===== src/design/sawt_pkg.sv =====
// Shared types and constants of the selective-ack window tracker.
package sawt_pkg;

  localparam int SLOT_W      = 5;
  localparam int NUM_SLOTS   = 32;
  localparam int SEQ_W       = 32;
  localparam int SEQ_LOW_W   = 9;
  localparam int CNT_W       = 3;
  localparam int STATUS_W    = 3;
  localparam int KIND_W      = 5;
  localparam int CFG_INDEX_W = 1;
  localparam int CFG_DATA_W  = 5;

  localparam logic [SEQ_LOW_W-1:0] WINDOW_SPAN       = 9'd30;
  localparam logic [SEQ_W-1:0]     LAST_SEQ_MAX      = 32'hFFFF_FFFF - 32'd30;
  localparam logic [CNT_W-1:0]     RUN_MAX           = 3'd7;
  localparam logic [SLOT_W-1:0]    SCAN_SLOTS        = 5'd31;
  localparam logic [SLOT_W-1:0]    SCAN_FIRST_OFFSET = 5'd2;
  localparam logic [SLOT_W-1:0]    ACK_THRESH_RESET  = 5'd11;

  localparam logic [CFG_INDEX_W-1:0] CFG_CONN_PARITY = 1'd0;
  localparam logic [CFG_INDEX_W-1:0] CFG_ACK_THRESH  = 1'd1;

  typedef enum logic [STATUS_W-1:0] {
    ST_NEW      = 3'd0,
    ST_DUP      = 3'd1,
    ST_BAD_CONN = 3'd2,
    ST_OUT_WIN  = 3'd3,
    ST_RUN      = 3'd4,
    ST_TERM     = 3'd5
  } status_t;

  typedef struct packed {
    logic capture;
    logic rx_check;
    logic rx_apply;
    logic scan_step;
    logic term;
  } sawt_cmd_t;

  typedef struct packed {
    logic out_free;
    logic scan_emit;
    logic scan_last;
  } sawt_sts_t;

endpackage


===== src/design/selective_ack_window_tracker.sv =====
// Top level of the selective-ack window tracker.
//
//   channel  | handshake            | payload
//   ---------+----------------------+-------------------------------------------------
//   input    | in_valid / in_stall  | action seq_low partner_high_ack conn_bit flags
//            |                      | header_kind
//   output   | out_valid / out_stall| status ack_back run_count run_start kind_out last
//   config   | cfg_valid / cfg_ready| cfg_index cfg_data
//
// A receive beat steps through accept, window check, then map update into the result register.
// A build beat steps through accept, one scan step per slot for 31 slots, then the terminator.
// A stalled result register holds the scan or update step until it drains.
// Reset clears the ack map, the last sequence number and loads the register defaults.
module selective_ack_window_tracker (
  input  logic                                 clk,
  input  logic                                 rst,
  input  logic                                 cfg_valid,
  output logic                                 cfg_ready,
  input  logic [sawt_pkg::CFG_INDEX_W-1:0]     cfg_index,
  input  logic [sawt_pkg::CFG_DATA_W-1:0]      cfg_data,
  input  logic                                 in_valid,
  output logic                                 in_stall,
  input  logic                                 action,
  input  logic [sawt_pkg::SEQ_LOW_W-1:0]       seq_low,
  input  logic [sawt_pkg::SLOT_W-1:0]          partner_high_ack,
  input  logic                                 conn_bit,
  input  logic                                 is_ping,
  input  logic                                 is_resend,
  input  logic                                 is_ack_flag,
  input  logic                                 is_accept,
  input  logic [sawt_pkg::KIND_W-1:0]          header_kind,
  output logic                                 out_valid,
  input  logic                                 out_stall,
  output logic [sawt_pkg::STATUS_W-1:0]        status,
  output logic                                 ack_back,
  output logic [sawt_pkg::CNT_W-1:0]           run_count,
  output logic [sawt_pkg::SLOT_W-1:0]          run_start,
  output logic [sawt_pkg::KIND_W-1:0]          kind_out,
  output logic                                 last
);

  sawt_pkg::sawt_cmd_t cmd;
  sawt_pkg::sawt_sts_t sts;

  assign cfg_ready = 1'b1;

  sawt_ctrl u_ctrl (
    .clk      (clk),
    .rst      (rst),
    .in_valid (in_valid),
    .action   (action),
    .in_stall (in_stall),
    .sts      (sts),
    .cmd      (cmd)
  );

  sawt_dp u_dp (
    .clk              (clk),
    .rst              (rst),
    .cfg_valid        (cfg_valid),
    .cfg_index        (cfg_index),
    .cfg_data         (cfg_data),
    .seq_low          (seq_low),
    .partner_high_ack (partner_high_ack),
    .conn_bit         (conn_bit),
    .is_ping          (is_ping),
    .is_resend        (is_resend),
    .is_ack_flag      (is_ack_flag),
    .is_accept        (is_accept),
    .header_kind      (header_kind),
    .out_stall        (out_stall),
    .out_valid        (out_valid),
    .status           (status),
    .ack_back         (ack_back),
    .run_count        (run_count),
    .run_start        (run_start),
    .kind_out         (kind_out),
    .last             (last),
    .cmd              (cmd),
    .sts              (sts)
  );

endmodule


===== src/design/sawt_ctrl.sv =====
// Controller state machine of the selective-ack window tracker.
module sawt_ctrl (
  input  logic                  clk,
  input  logic                  rst,
  input  logic                  in_valid,
  input  logic                  action,
  output logic                  in_stall,
  input  sawt_pkg::sawt_sts_t   sts,
  output sawt_pkg::sawt_cmd_t   cmd
);

  typedef enum logic [4:0] {
    S_IDLE     = 5'b00001,
    S_RX_CHECK = 5'b00010,
    S_RX_APPLY = 5'b00100,
    S_SCAN     = 5'b01000,
    S_TERM     = 5'b10000
  } state_t;

  state_t state;
  state_t state_next;

  always_ff @(posedge clk) begin
    if (rst) begin
      state <= S_IDLE;
    end else begin
      state <= state_next;
    end
  end

  assign in_stall = (state != S_IDLE);

  always_comb begin
    cmd        = '0;
    state_next = state;
    unique case (state)
      S_IDLE: begin
        if (in_valid) begin
          cmd.capture = 1'b1;
          state_next  = action ? S_SCAN : S_RX_CHECK;
        end
      end
      S_RX_CHECK: begin
        cmd.rx_check = 1'b1;
        state_next   = S_RX_APPLY;
      end
      S_RX_APPLY: begin
        if (sts.out_free) begin
          cmd.rx_apply = 1'b1;
          state_next   = S_IDLE;
        end
      end
      S_SCAN: begin
        if (!sts.scan_emit || sts.out_free) begin
          cmd.scan_step = 1'b1;
          if (sts.scan_last) begin
            state_next = S_TERM;
          end
        end
      end
      S_TERM: begin
        if (sts.out_free) begin
          cmd.term   = 1'b1;
          state_next = S_IDLE;
        end
      end
      default: begin
        state_next = S_IDLE;
      end
    endcase
  end

endmodule


===== src/design/sawt_dp.sv =====
// Datapath of the selective-ack window tracker: window state, scan and result register.
module sawt_dp (
  input  logic                                 clk,
  input  logic                                 rst,
  input  logic                                 cfg_valid,
  input  logic [sawt_pkg::CFG_INDEX_W-1:0]     cfg_index,
  input  logic [sawt_pkg::CFG_DATA_W-1:0]      cfg_data,
  input  logic [sawt_pkg::SEQ_LOW_W-1:0]       seq_low,
  input  logic [sawt_pkg::SLOT_W-1:0]          partner_high_ack,
  input  logic                                 conn_bit,
  input  logic                                 is_ping,
  input  logic                                 is_resend,
  input  logic                                 is_ack_flag,
  input  logic                                 is_accept,
  input  logic [sawt_pkg::KIND_W-1:0]          header_kind,
  input  logic                                 out_stall,
  output logic                                 out_valid,
  output logic [sawt_pkg::STATUS_W-1:0]        status,
  output logic                                 ack_back,
  output logic [sawt_pkg::CNT_W-1:0]           run_count,
  output logic [sawt_pkg::SLOT_W-1:0]          run_start,
  output logic [sawt_pkg::KIND_W-1:0]          kind_out,
  output logic                                 last,
  input  sawt_pkg::sawt_cmd_t                  cmd,
  output sawt_pkg::sawt_sts_t                  sts
);

  // configuration
  logic                        connection_parity;
  logic [sawt_pkg::SLOT_W-1:0] ack_back_threshold;

  // window state
  logic [sawt_pkg::NUM_SLOTS-1:0] ack_map;
  logic [sawt_pkg::SEQ_W-1:0]     last_seq;

  // captured beat
  logic [sawt_pkg::SEQ_LOW_W-1:0] in_seq;
  logic [sawt_pkg::SLOT_W-1:0]    in_high_ack;
  logic                           in_conn;
  logic                           in_ping;
  logic                           in_resend;
  logic                           in_ackf;
  logic                           in_accept;
  logic [sawt_pkg::KIND_W-1:0]    in_kind;

  // check results
  sawt_pkg::status_t              rx_code;
  logic [sawt_pkg::SLOT_W-1:0]    rx_diff;

  // scan state
  logic [sawt_pkg::NUM_SLOTS-1:0] scan_map;
  logic [sawt_pkg::SLOT_W-1:0]    scan_pos;
  logic [sawt_pkg::SLOT_W-1:0]    scan_rem;
  logic [sawt_pkg::CNT_W-1:0]     run_len;
  logic [sawt_pkg::SLOT_W-1:0]    run_first;

  // result register
  sawt_pkg::status_t              out_status;

  always_ff @(posedge clk) begin
    if (rst) begin
      connection_parity  <= 1'b0;
      ack_back_threshold <= sawt_pkg::ACK_THRESH_RESET;
    end else if (cfg_valid) begin
      unique case (cfg_index)
        sawt_pkg::CFG_CONN_PARITY: connection_parity  <= cfg_data[0];
        sawt_pkg::CFG_ACK_THRESH:  ack_back_threshold <= cfg_data;
        default: ;
      endcase
    end
  end

  // capture
  logic [sawt_pkg::SLOT_W-1:0]      scan_first;
  logic [2*sawt_pkg::NUM_SLOTS-1:0] map_rot;

  assign scan_first = last_seq[sawt_pkg::SLOT_W-1:0] + sawt_pkg::SCAN_FIRST_OFFSET;
  assign map_rot    = {ack_map, ack_map} >> scan_first;

  always_ff @(posedge clk) begin
    if (cmd.capture) begin
      in_seq      <= seq_low;
      in_high_ack <= partner_high_ack;
      in_conn     <= conn_bit;
      in_ping     <= is_ping;
      in_resend   <= is_resend;
      in_ackf     <= is_ack_flag;
      in_accept   <= is_accept;
      in_kind     <= header_kind;
    end
  end

  // window check
  logic [sawt_pkg::SEQ_LOW_W-1:0] diff9;
  logic                           in_window;

  assign diff9     = in_seq - last_seq[sawt_pkg::SEQ_LOW_W-1:0];
  assign in_window = (diff9 <= sawt_pkg::WINDOW_SPAN) && (last_seq <= sawt_pkg::LAST_SEQ_MAX);

  always_ff @(posedge clk) begin
    if (cmd.rx_check) begin
      rx_diff <= diff9[sawt_pkg::SLOT_W-1:0];
      if (in_conn != connection_parity) begin
        rx_code <= sawt_pkg::ST_BAD_CONN;
      end else if (!in_window) begin
        rx_code <= sawt_pkg::ST_OUT_WIN;
      end else if (diff9 == '0) begin
        rx_code <= sawt_pkg::ST_DUP;
      end else begin
        rx_code <= sawt_pkg::ST_NEW;
      end
    end
  end

  // map update
  logic [sawt_pkg::SLOT_W-1:0]    lo5;
  logic [sawt_pkg::SLOT_W-1:0]    seq5;
  logic [sawt_pkg::SLOT_W-1:0]    clr_span;
  logic [sawt_pkg::SLOT_W-1:0]    unacked;
  logic [sawt_pkg::NUM_SLOTS-1:0] clr_mask;
  logic [sawt_pkg::NUM_SLOTS-1:0] set_mask;
  logic [sawt_pkg::NUM_SLOTS-1:0] map_rx;
  logic                           rx_ok;
  logic                           rx_ack_back;

  assign lo5      = last_seq[sawt_pkg::SLOT_W-1:0];
  assign seq5     = lo5 + rx_diff;
  assign clr_span = in_high_ack - seq5;
  assign unacked  = seq5 - in_high_ack;

  always_comb begin
    logic [sawt_pkg::SLOT_W-1:0] off_gap;
    logic [sawt_pkg::SLOT_W-1:0] off_rng;
    for (int j = 0; j < sawt_pkg::NUM_SLOTS; j++) begin
      off_gap     = sawt_pkg::SLOT_W'(j) - lo5;
      off_rng     = sawt_pkg::SLOT_W'(j) - seq5 - sawt_pkg::SLOT_W'(1);
      clr_mask[j] = ((off_gap != '0) && (off_gap < rx_diff)) || (off_rng < clr_span);
    end
  end

  assign set_mask    = in_ping ? '0 : (sawt_pkg::NUM_SLOTS'(1) << seq5);
  assign map_rx      = (ack_map & ~clr_mask) | set_mask;
  assign rx_ok       = (rx_code == sawt_pkg::ST_NEW) || (rx_code == sawt_pkg::ST_DUP);
  assign rx_ack_back = rx_ok && (((in_ping || in_resend) && !in_ackf) || in_accept ||
                                 (unacked > ack_back_threshold));

  always_ff @(posedge clk) begin
    if (rst) begin
      ack_map  <= '0;
      last_seq <= '0;
    end else if (cmd.rx_apply && rx_ok) begin
      ack_map  <= map_rx;
      last_seq <= last_seq + sawt_pkg::SEQ_W'(rx_diff);
    end
  end

  // ack run scan, one slot per step
  logic [sawt_pkg::CNT_W-1:0]  len_inc;
  logic [sawt_pkg::SLOT_W-1:0] first_inc;
  logic                        scan_emit;
  logic                        scan_last;
  logic [sawt_pkg::CNT_W-1:0]  emit_cnt;
  logic [sawt_pkg::SLOT_W-1:0] emit_start;
  logic [sawt_pkg::CNT_W-1:0]  run_len_next;
  logic [sawt_pkg::SLOT_W-1:0] run_first_next;

  assign scan_last = (scan_rem == sawt_pkg::SLOT_W'(1));
  assign len_inc   = run_len + sawt_pkg::CNT_W'(1);
  assign first_inc = (run_len == '0) ? scan_pos : run_first;

  always_comb begin
    scan_emit      = 1'b0;
    emit_cnt       = run_len;
    emit_start     = run_first;
    run_len_next   = '0;
    run_first_next = first_inc;
    if (scan_map[0]) begin
      emit_cnt   = len_inc;
      emit_start = first_inc;
      if ((len_inc == sawt_pkg::RUN_MAX) || scan_last) begin
        scan_emit = 1'b1;
      end else begin
        run_len_next = len_inc;
      end
    end else begin
      scan_emit = (run_len != '0);
    end
  end

  always_ff @(posedge clk) begin
    if (cmd.capture) begin
      scan_map  <= map_rot[sawt_pkg::NUM_SLOTS-1:0];
      scan_pos  <= scan_first;
      scan_rem  <= sawt_pkg::SCAN_SLOTS;
      run_len   <= '0;
      run_first <= '0;
    end else if (cmd.scan_step) begin
      scan_map  <= scan_map >> 1;
      scan_pos  <= scan_pos + sawt_pkg::SLOT_W'(1);
      scan_rem  <= scan_rem - sawt_pkg::SLOT_W'(1);
      run_len   <= run_len_next;
      run_first <= run_first_next;
    end
  end

  // result register
  logic out_free;
  logic load_run;

  assign out_free = !out_valid || !out_stall;
  assign load_run = cmd.scan_step && scan_emit;

  always_ff @(posedge clk) begin
    if (rst) begin
      out_valid <= 1'b0;
    end else if (cmd.rx_apply || load_run || cmd.term) begin
      out_valid <= 1'b1;
    end else if (!out_stall) begin
      out_valid <= 1'b0;
    end
  end

  always_ff @(posedge clk) begin
    if (cmd.rx_apply) begin
      out_status <= rx_code;
      ack_back   <= rx_ack_back;
      run_count  <= '0;
      run_start  <= '0;
      kind_out   <= '0;
      last       <= 1'b1;
    end else if (load_run) begin
      out_status <= sawt_pkg::ST_RUN;
      ack_back   <= 1'b0;
      run_count  <= emit_cnt;
      run_start  <= emit_start;
      kind_out   <= '0;
      last       <= 1'b0;
    end else if (cmd.term) begin
      out_status <= sawt_pkg::ST_TERM;
      ack_back   <= 1'b0;
      run_count  <= '0;
      run_start  <= '0;
      kind_out   <= in_kind;
      last       <= 1'b1;
    end
  end

  assign status        = out_status;
  assign sts.out_free  = out_free;
  assign sts.scan_emit = scan_emit;
  assign sts.scan_last = scan_last;

endmodule


===== config.mk =====
export PLATFORM = sky130hd
export DESIGN_NAME = selective_ack_window_tracker
export DESIGN_NICKNAME = d
export VERILOG_FILES = /design/src/design/sawt_pkg.sv /design/src/design/selective_ack_window_tracker.sv /design/src/design/sawt_ctrl.sv /design/src/design/sawt_dp.sv
export SDC_FILE = /design/constraint.sdc
export NUM_CORES = 1
export LEC_CHECK = 0
export BUFFER_PORTS_ARGS = -buffer_cell sky130_fd_sc_hd__buf_2
export CAP_MARGIN = 20
export CORE_UTILIZATION = 60
export DETAILED_ROUTE_END_ITERATION = 7
export GPL_TIMING_DRIVEN = 0
export PLACE_DENSITY_LB_ADDON = 0.2
export SYNTH_ARGS = -nofsm -noshare
export SYNTH_HDL_FRONTEND = slang
export SYNTH_SLANG_ARGS = --single-unit
export TNS_END_PERCENT = 20

===== constraint.sdc =====
create_clock -name clk -period 7.82 [get_ports clk]
set_input_delay 0.782 -clock clk [delete_from_list [all_inputs] [get_ports clk]]
set_output_delay 0.782 -clock clk [all_outputs]
set_load 0.03 [all_outputs]

==> impl_metrics.ini <==
[synthesis]
synth_cell_types = 85
synth_area_mm2 = 0.0141
async_reset_ff_share_pct = 0
ys_ff_latch = 175
synthesis.nets = 1847
syn_area_per_cell_um2 = 8.52
yosys.area.top_type = edfxtp_1
synth_xor_xnor_area_share_pct = 6.01
muxShareOfSynthArea_pct = 7.52
synth_compound_gate_area_share_pct = 18.2
synth_edf_count = 72
yosys.area_share.simple_pct = 18.0
ys.flop_type = dfxtp_1
ys.warnings.count = 0
seq_area_frac_synth_pct = 29.9
synthAdderAreaFrac_pct = 15.1
syn_inst = 1656
synth_top_family_by_area = compound AO/OA/AOI/OAI gates
synth_top_cell_area_share_pct = 15.3
synthTopCellsByArea = edfxtp_1 15%, dfxtp_1 15%, ha_1 13%

[grt]
grtUsageTotal_pct = 35.0
grt_overflow_total = 0
antenna_found_initial = 0
grt_pass1_vias = 12445
grt_max_degree = 38
grt_pass1_wl_mm = 65.7

[timing]
period_minus_slack_ps = 6880
fin_tns_setup_ps = 0
slew_violations = 0
slew_headroom_pct = 28.8
finalSetupViolCount = 0
fmax_mhz = 145
final_hold_viol_count = 0
period_share_pct = 88.0
rsz0062_at_grt = no
worstMarginPinSlew_ps = 1060
final.setup_skew_ps = 17.7

[power_and_ir_drop]
net-switching-power_mw = 0.818
total_power_mw = 2.48
clkPwrFrac_pct = 35.4
comb_power_share_pct = 21.8
switching_share_pct = 33.0
power.leakage_nw = 6.53
power_density_mw_per_mm2 = 161
vdd_drop_max_v = 0.000124
p_int_mw = 1.66
seqPwrFrac_pct = 42.8

[layout]
final_core_util_pct = 67.5
nets = 1924
finalNonFillerCells = 2059
final_common_cell = nand2_1
most-common-layout-cells = 207 x nand2_1, 203 x nor2_1, 151 x ha_1
fillers = 1926
area_delta_synth_final_pct = 9.20
diodes = 0
regArea_mm2 = 0.00422
multiInputGateArea_mm2 = 0.00916
drive_gt1_share_pct = 10.7

[drt]
drt_pass1_iterations = 5
wirelength_mm = 41.2
drc_errors = 0
final_antenna_net_count = 0
num_vias = 12783
post_drt_wl_per_cell_um = 20.0
drt_iter0_drc = 1193
viasPerCell = 6.21

[critical_path]
crit_chain = buf_2 > inv_1 > ha_1 > a211oi_2 > nor2_1 > nor2_1 > clkbuf_1 > buf_2 > ha_1 > clkbuf_1 > and3b_1 > a311o_4 > xor2_4 > buf_6 > buf_6 > xnor2_1 > ha_1 > o21ai_0 > nor2b_1 > o21ai_0 > a31o_2
crit_required_ps = 8160
start_kind = flip-flop
path_class = flip-flop to flip-flop
path_common_cell = ha_1
cp.arrival_ps = 7220
crit_slowest_cell = xnor2_1
r2r_setup_slack_ps = 940
crit_fanout = 11
cpLargestDelayFamily = buffers and inverters
crit_path_end_kind = flip-flop
cp_slowest_stage_delay_ps = 810
crit_buf_inv = 7

[run]
drv_cap = 0

[floorplanning]
rows = 55
die_h_um = 155
num_io_pins = 57
die-area_mm2 = 0.0241
start_util_pct = 61.8
core_area_mm2 = 0.0228
die_w_um = 155

[cts]
cts_max_path_buffers = 2
ctsHtreeMaxLevel = 4
cts.clk_slew.worst_paths_ps = 80
cts_tree = built
clock_latency_ps = 450
root_buffer = clkbuf_16
numCtsBuffers = 17
post_cts_buffers = 0
ctsResizeCount = 0
cts_sinks = 175
cts_hold_buf = 0

[place]
place.gp.congestion = 1.01
dp_hpwl_mm = 31.8
portBuffers = 55
place_inst = 2026

[min_path]
hold_path_class = flip-flop to flip-flop

[status]
status = finished clean
[worst min-delay path, delay by kind of cell, from the launching register on]
kind               cells  cell delay, ps
AOI/OAI and AO/OA      1              50
DFF                    1             310
and+or+nand+nor        1              50
[power groups by stage]
| stage | logic, mW | clock network [mW] | registers (mW) |
|---|---|---|---|
| finish | 0.541 | 0.877 | 1.06 |
| floorplan | 0.365 | 0 | 1.09 |
| CTS | 0.534 | 0.879 | 1.06 |
| global placement | 0.512 | 0 | 1.08 |
| detailed placement | 0.530 | 0 | 1.08 |
| global route | 0.599 | 0.912 | 1.07 |
[state kept, by name, summed over array words and instances, names as in the netlist, 9 cells and up]
| name | count |
|---|---|
| u_dp.last_seq | 32 |
| u_dp.in_seq | 9 |
| u_dp.ack_map | 32 |
| u_dp.scan_map | 32 |
[cell usage after synthesis, drive strengths merged (28+ instances only)]
master	instances
a21oi	87
buf	30
inv	99
mux2i	34
xnor2	62
dfxtp	103
edfxtp	72
clkbuf	50
mux4	32
nor2	205
nand2	210
a21o	28
nand3	47
ha	151
o21ai	138
[path summary, 6_finish.rpt]
| kind | to | depth (start not counted) | from |
|---|---|---|---|
| max | u_dp.ack_map[23]$_SDFFE_PP0P_ | 21 | u_dp.last_seq[1]$_SDFFE_PP0P_ |
| min | u_dp.ack_back_threshold[4]$_SDFFE_PP0P_ | 2 | u_dp.ack_back_threshold[4]$_SDFFE_PP0P_ |
| max reg2reg | u_dp.ack_map[23]$_SDFFE_PP0P_ | 21 | u_dp.last_seq[1]$_SDFFE_PP0P_ |
| min reg2reg | u_dp.ack_back_threshold[4]$_SDFFE_PP0P_ | 2 | u_dp.ack_back_threshold[4]$_SDFFE_PP0P_ |
[area by class of cell]
type	instances	area share [%]
plain buffers	80	2.33
clock buffers	18	2.78
clock inverters	14	1.07
inverters	101	2.46
multi-input cells	1300	59.4
flip-flops and latches	175	27.4
well taps	313	2.54
repair buffers	58	2.01
[per-stage QoR]
step                      cell area (µm²)  hold WS [ps]  worst slack [ps]
after floorplan                     14100           436              2650
after global placement              14800           434              1200
after detailed placement            14800           442              1000
after CTS                           15400           458              1000
after global routing                15400           484               653
final                               15400           457               935
[routing by layer]
metal	vias to the layer above	GRT usage [%]	part of all wire (%)
li1	6060	-	-
met1	6076	42.7	40
met2	512	58.8	47
met3	135	5.35	6.5
met4	0	20.4	6.3
met5	-	0	0
[kinds of logic after synthesis]
kind of cell	count (synthesis)
adder cells (fa/ha/maj)	170
XOR/XNOR	87
AO/OA/AOI/OAI	400
buffers and inverters	181
multiplexers	66
other	1
flip-flops	175
AND/OR/NAND/NOR	576
Note: power is estimated with default switching activity, not from simulation.
